<file path="config.mk">
export PLATFORM = sky130hd
export DESIGN_NAME = stable_priority_queue
export DESIGN_NICKNAME = d
export VERILOG_FILES = /design/src/sv/spq_pkg.sv /design/src/sv/spq_cell.sv /design/src/sv/stable_priority_queue.sv
export SDC_FILE = /design/constraint.sdc
export NUM_CORES = 2
export LEC_CHECK = 0
export BUFFER_PORTS_ARGS = -buffer_cell sky130_fd_sc_hd__buf_2
export CAP_MARGIN = 40
export CORE_ASPECT_RATIO = 1.4
export CORE_MARGIN = 2
export CORE_UTILIZATION = 40
export CTS_BUF_LIST = sky130_fd_sc_hd__clkbuf_4 sky130_fd_sc_hd__clkbuf_8
export CTS_CLUSTER_DIAMETER = 80
export DETAILED_ROUTE_END_ITERATION = 10
export PLACE_DENSITY = 0.58
export SLEW_MARGIN = 30
export SYNTH_ARGS = -nofsm -noshare
export SYNTH_HDL_FRONTEND = slang
export SYNTH_HIERARCHICAL = 1
export SYNTH_SLANG_ARGS = --single-unit
export TNS_END_PERCENT = 30
</file>
<file path="constraint.sdc">
create_clock -name clk -period 9.6 [get_ports clk]
set_input_delay 0.48 -clock clk [delete_from_list [all_inputs] [get_ports clk]]
set_output_delay 0.48 -clock clk [all_outputs]
set_load 0.005 [all_outputs]
</file>
<file path="src/sv/spq_pkg.sv">
package spq_pkg;

  localparam int unsigned VALUE_W  = 32;
  localparam int unsigned STATUS_W = 2;
  localparam int unsigned OCC_W    = 5;
  localparam int unsigned IN_W     = 48;
  localparam int unsigned OUT_W    = 40;

  localparam logic CMD_ENQ = 1'b0;
  localparam logic CMD_DEQ = 1'b1;

  localparam logic [STATUS_W-1:0] ST_OK    = 2'd0;
  localparam logic [STATUS_W-1:0] ST_EMPTY = 2'd1;
  localparam logic [STATUS_W-1:0] ST_FULL  = 2'd2;

  localparam logic [VALUE_W-1:0] EMPTY_VALUE = '1;

  typedef struct packed {
    logic               enq;
    logic               deq;
    logic [VALUE_W-1:0] value;
  } spq_ctl_t;

endpackage

</file>
<file path="src/sv/spq_cell.sv">
module spq_cell #(
  parameter int unsigned PRIORITY_BITS = 8
) (
  input  logic                          clk,
  input  spq_pkg::spq_ctl_t             ctl,
  input  logic [PRIORITY_BITS-1:0]      new_prio,
  input  logic                          occupied,
  input  logic                          left_keep,
  input  logic [spq_pkg::VALUE_W-1:0]   left_value,
  input  logic [PRIORITY_BITS-1:0]      left_prio,
  input  logic [spq_pkg::VALUE_W-1:0]   right_value,
  input  logic [PRIORITY_BITS-1:0]      right_prio,
  output logic                          keep,
  output logic [spq_pkg::VALUE_W-1:0]   value,
  output logic [PRIORITY_BITS-1:0]      prio
);

  logic [spq_pkg::VALUE_W-1:0] value_r, value_nxt;
  logic [PRIORITY_BITS-1:0]    prio_r, prio_nxt;

  // stored entries ahead of the insertion point stay put
  assign keep = occupied && (prio_r >= new_prio);

  always_comb begin
    value_nxt = value_r;
    prio_nxt  = prio_r;
    if (ctl.enq && !keep) begin
      if (left_keep) begin
        value_nxt = ctl.value;
        prio_nxt  = new_prio;
      end else begin
        value_nxt = left_value;
        prio_nxt  = left_prio;
      end
    end else if (ctl.deq) begin
      value_nxt = right_value;
      prio_nxt  = right_prio;
    end
  end

  always_ff @(posedge clk) begin
    value_r <= value_nxt;
    prio_r  <= prio_nxt;
  end

  assign value = value_r;
  assign prio  = prio_r;

endmodule

</file>
<file path="src/sv/stable_priority_queue.sv">
// A result is registered and appears on out_* in the cycle after its item is accepted.
// Throughput: one item per cycle; every cell of the chain compares and shifts
// in the same cycle. in_tready drops while a result waits with out_tready low.
// Reset (rst_n, synchronous, active low) empties the queue and the output
// register; cell contents are not cleared.
module stable_priority_queue #(
  parameter int unsigned DEPTH         = 16,
  parameter int unsigned PRIORITY_BITS = 8
) (
  input  logic                        clk,
  input  logic                        rst_n,
  input  logic                        in_tvalid,
  output logic                        in_tready,
  // [0] command, [32:1] item_value, [40:33] item_priority, [47:41] zero
  input  logic [spq_pkg::IN_W-1:0]    in_tdata,
  output logic                        out_tvalid,
  input  logic                        out_tready,
  // [31:0] out_value, [33:32] status, [38:34] occupancy, [39] zero
  output logic [spq_pkg::OUT_W-1:0]   out_tdata
);

  localparam int unsigned CW = $clog2(DEPTH + 1);
  localparam logic [CW-1:0] DEPTH_C = CW'(DEPTH);

  logic                          in_cmd;
  logic [spq_pkg::VALUE_W-1:0]   in_value;
  logic [7:0]                    in_prio8;
  logic [31:0]                   prio_ext;
  logic [PRIORITY_BITS-1:0]      new_prio;

  assign in_cmd   = in_tdata[0];
  assign in_value = in_tdata[32:1];
  assign in_prio8 = in_tdata[40:33];
  assign prio_ext = {24'd0, in_prio8};
  assign new_prio = prio_ext[PRIORITY_BITS-1:0];

  logic                          out_valid_r, out_valid_nxt;
  logic [spq_pkg::VALUE_W-1:0]   out_value_r, out_value_nxt;
  logic [spq_pkg::STATUS_W-1:0]  out_status_r, out_status_nxt;
  logic [spq_pkg::OCC_W-1:0]     out_occ_r, out_occ_nxt;
  logic [CW-1:0]                 count_r, count_nxt;
  logic [31:0]                   count_ext;

  logic in_acc, is_full, is_empty;
  spq_pkg::spq_ctl_t ctl;

  assign in_tready = !out_valid_r || out_tready;
  assign in_acc    = in_tvalid && in_tready;
  assign is_full   = (count_r == DEPTH_C);
  assign is_empty  = (count_r == '0);

  assign ctl.enq   = in_acc && (in_cmd == spq_pkg::CMD_ENQ) && !is_full;
  assign ctl.deq   = in_acc && (in_cmd == spq_pkg::CMD_DEQ) && !is_empty;
  assign ctl.value = in_value;

  logic [spq_pkg::VALUE_W-1:0] cell_value [DEPTH];
  logic [PRIORITY_BITS-1:0]    cell_prio  [DEPTH];
  logic [DEPTH-1:0]            cell_keep;

  for (genvar i = 0; i < DEPTH; i++) begin : g_cell
    localparam logic [CW-1:0] IDX = CW'(i);
    logic                        occ, lkeep;
    logic [spq_pkg::VALUE_W-1:0] lval, rval;
    logic [PRIORITY_BITS-1:0]    lpri, rpri;

    assign occ = count_r > IDX;

    if (i == 0) begin : g_first
      assign lkeep = 1'b1;
      assign lval  = in_value;
      assign lpri  = new_prio;
    end else begin : g_mid
      assign lkeep = cell_keep[i-1];
      assign lval  = cell_value[i-1];
      assign lpri  = cell_prio[i-1];
    end

    if (i == DEPTH - 1) begin : g_last
      assign rval = '0;
      assign rpri = '0;
    end else begin : g_inner
      assign rval = cell_value[i+1];
      assign rpri = cell_prio[i+1];
    end

    spq_cell #(
      .PRIORITY_BITS(PRIORITY_BITS)
    ) u_cell (
      .clk        (clk),
      .ctl        (ctl),
      .new_prio   (new_prio),
      .occupied   (occ),
      .left_keep  (lkeep),
      .left_value (lval),
      .left_prio  (lpri),
      .right_value(rval),
      .right_prio (rpri),
      .keep       (cell_keep[i]),
      .value      (cell_value[i]),
      .prio       (cell_prio[i])
    );
  end

  always_comb begin
    count_nxt = count_r;
    if (ctl.enq) begin
      count_nxt = count_r + 1'b1;
    end else if (ctl.deq) begin
      count_nxt = count_r - 1'b1;
    end
  end

  assign count_ext = 32'(count_nxt);

  always_comb begin
    out_valid_nxt  = out_valid_r;
    out_value_nxt  = out_value_r;
    out_status_nxt = out_status_r;
    out_occ_nxt    = out_occ_r;
    if (out_tready) begin
      out_valid_nxt = 1'b0;
    end
    if (in_acc) begin
      out_valid_nxt = 1'b1;
      out_occ_nxt   = count_ext[spq_pkg::OCC_W-1:0];
      unique case (in_cmd)
        spq_pkg::CMD_ENQ: begin
          out_value_nxt  = '0;
          out_status_nxt = is_full ? spq_pkg::ST_FULL : spq_pkg::ST_OK;
        end
        spq_pkg::CMD_DEQ: begin
          out_value_nxt  = is_empty ? spq_pkg::EMPTY_VALUE : cell_value[0];
          out_status_nxt = is_empty ? spq_pkg::ST_EMPTY : spq_pkg::ST_OK;
        end
        default: begin
          out_value_nxt  = '0;
          out_status_nxt = spq_pkg::ST_OK;
        end
      endcase
    end
  end

  always_ff @(posedge clk) begin
    if (!rst_n) begin
      out_valid_r <= 1'b0;
      count_r     <= '0;
    end else begin
      out_valid_r <= out_valid_nxt;
      count_r     <= count_nxt;
    end
    out_value_r  <= out_value_nxt;
    out_status_r <= out_status_nxt;
    out_occ_r    <= out_occ_nxt;
  end

  assign out_tvalid = out_valid_r;
  assign out_tdata  = {1'b0, out_occ_r, out_status_r, out_value_r};

`ifndef SYNTH
  a_count_bound: assert property (@(posedge clk) disable iff (!rst_n)
    count_r <= DEPTH_C)
    else $error("entry count above depth");

  a_enq_grows: assert property (@(posedge clk) disable iff (!rst_n)
    ctl.enq |=> count_r == $past(count_r) + 1'b1)
    else $error("enqueue did not grow the queue");

  a_empty_value: assert property (@(posedge clk) disable iff (!rst_n)
    (out_tvalid && out_status_r == spq_pkg::ST_EMPTY) |-> out_value_r == spq_pkg::EMPTY_VALUE)
    else $error("empty dequeue without all-ones value");

  a_occ_match: assert property (@(posedge clk) disable iff (!rst_n)
    in_acc |=> out_occ_r == $past(count_ext[spq_pkg::OCC_W-1:0]))
    else $error("reported occupancy differs from count");
`endif

endmodule

</file>
==> summary.txt <==
Via Count: 22184
commonest cells after routing, fill and taps aside: edfxtp_1, mux2_2, mux2_4
Worst Setup Start Kind: flip-flop
CTS resizes: 0
hold_buf cts: 3
DRT iter0 DRCs: 903
Root Buffer: clkbuf_8
Worst Path Max Fanout: 41
dpl hpwl: 64700 µm
Max Root-Sink Buffers: 3
initial antenna violation count: 15
CTS tree: done
CTS Sinks: 685
Die Y: 395 µm
largest net degree at the start of global routing: 46
TritonCTS buffer count: 107
Port Buf Inserts: 85
kind of critical path: flip-flop to flip-flop
Post-Synthesis Cells: 2764
final wirelength: 85800 µm
fin nets: 3081
setup TNS: 0 ns
DIE WIDTH: 284 µm
total congestion overflow: 0
Detailed Routing Iterations Pass 1: 5
IO Pins: 94
crit end category: flip-flop
Leakage: 18.2 nW
gpl congestion: 0.810
Clock Skew: 0.0229 ns
VDD IR max: 0.0955 mV
most common cell after layout, fill and taps aside: edfxtp_1
Die ar.: 112000 µm²
Slew headroom: 36.9%
f_max: 0.223 GHz
vias in the first global route: 25029
GR Util All Layers: 15.2%
layout cell share with drive strength beyond 1: 55.8%
Starting Density: 40.3%
global-route wire length before repair: 139000 µm
FILL cells: 9626
CTS clk-pin slew, worst paths: 0.06 ns
fin. max-slew vios: 0
hold path depth: 2
RSZ-0062 raised after global routing: false
max-cap violations: 0
Synth warnings: 6
synth-to-layout area growth: 7.99%
FF-to-FF setup slack: 5.11 ns
Finished Layout Cells: 4429
hold crit path type: primary input to flip-flop
Period minus WS final: 4.49 ns
Data required, critical path: 10.06 ns
synthesized cell area: 43800 µm²
run status: finished, final reports clean
Core ar.: 109000 µm²
dpl cells: 4231
Rows: 143
vias per cell: 5.01
Routed WL per cell: 19.4 µm
crit share post-route: 46.8%
H-tree lvl count: 3
Final Hold Fails: 0
Worst-Margin Slew: 0.938 ns
clock latency on the worst-skew pair: 0.77 ns
Antenna Nets Post-Route: 0
PD cells: 253 nW/µm²
final setup fails: 0
number of setup buffers added after CTS: 0
syn avg cell area: 15.8 µm²
drt drc: 0
critical path arrival: 4.95 ns
hold slack final: 0.204 ns
Worst R2R Path Depth: 12
critical path, stage by stage, from the launching register on:
cell	delay, ns
dfxtp_1	0.59
inv_1	0.22
ha_1	0.29
nand4bb_1	0.22
nand3_1	0.18
nor2_4	0.11
buf_4	0.46
inv_1	0.11
a2111oi_2	0.39
a21oi_1	0.12
nand2_4	0.60
or2_2	0.53
buf_12	0.24
metal layers:
layer  vias up  part of all wire (%)  global-route usage [%]
met5         -                 0.099                       0
met4        16                   2.3                    5.10
met3       160                   3.5                    2.92
met2       341                    50                    27.3
met1     10888                    44                    18.2
li1      10779                     -                       -
sequential cells by signal, indices dropped and copies added, names as in the netlist:
register	count
g_cell.u_cell/prio	128
out_value_r	32
out_tvalid	1
count_r	5
out_status_r	2
out_occ_r	5
g_cell.u_cell/value	512
path summary, 6_finish.rpt:
kind	start	end
max reg2reg	count_r[1]$_SDFF_PN0_	g_cell[15].u_cell/value[12]$_DFFE_PP_
min reg2reg	g_cell[15].u_cell/value[24]$_DFFE_PP_	g_cell[14].u_cell/value[24]$_DFFE_PP_
max	count_r[1]$_SDFF_PN0_	g_cell[15].u_cell/value[12]$_DFFE_PP_
min	in_tdata[0]	count_r[1]$_SDFF_PN0_
area by class of cell:
cell class	count	area [µm²]	share of cell area [%]
sequential	685	20500	43.4
timing repair buffer	122	881	1.86
inverter	176	661	1.40
antenna	5	12.5	0.0265
clock buffer	156	1850	3.91
tap	1450	1810	3.84
multi-input combinational	1803	21400	45.2
clock inverter	32	193	0.408
stage by stage:
step / setup slack, ns / utilization [%] / instance area, µm² / total power, W
floorplan: 4.80 / - / 43900 / 0.00882
global placement: 5.03 / 41.3 / 44900 / 0.00937
detailed placement: 5.14 / 41.6 / 45200 / 0.00964
CTS: 5.12 / 43.5 / 47200 / 0.0121
global route: 4.79 / 43.5 / 47300 / 0.0127
finish: 5.11 / 43.5 / 47300 / 0.0120
report_power, final:
group,total (W),internal (W),switching (W)
logic,0.00441,0.00265,0.00177
clock network,0.00243,0.00126,0.00118
registers,0.00513,0.00464,0.000494
Note: power is estimated with default switching activity, not from simulation.
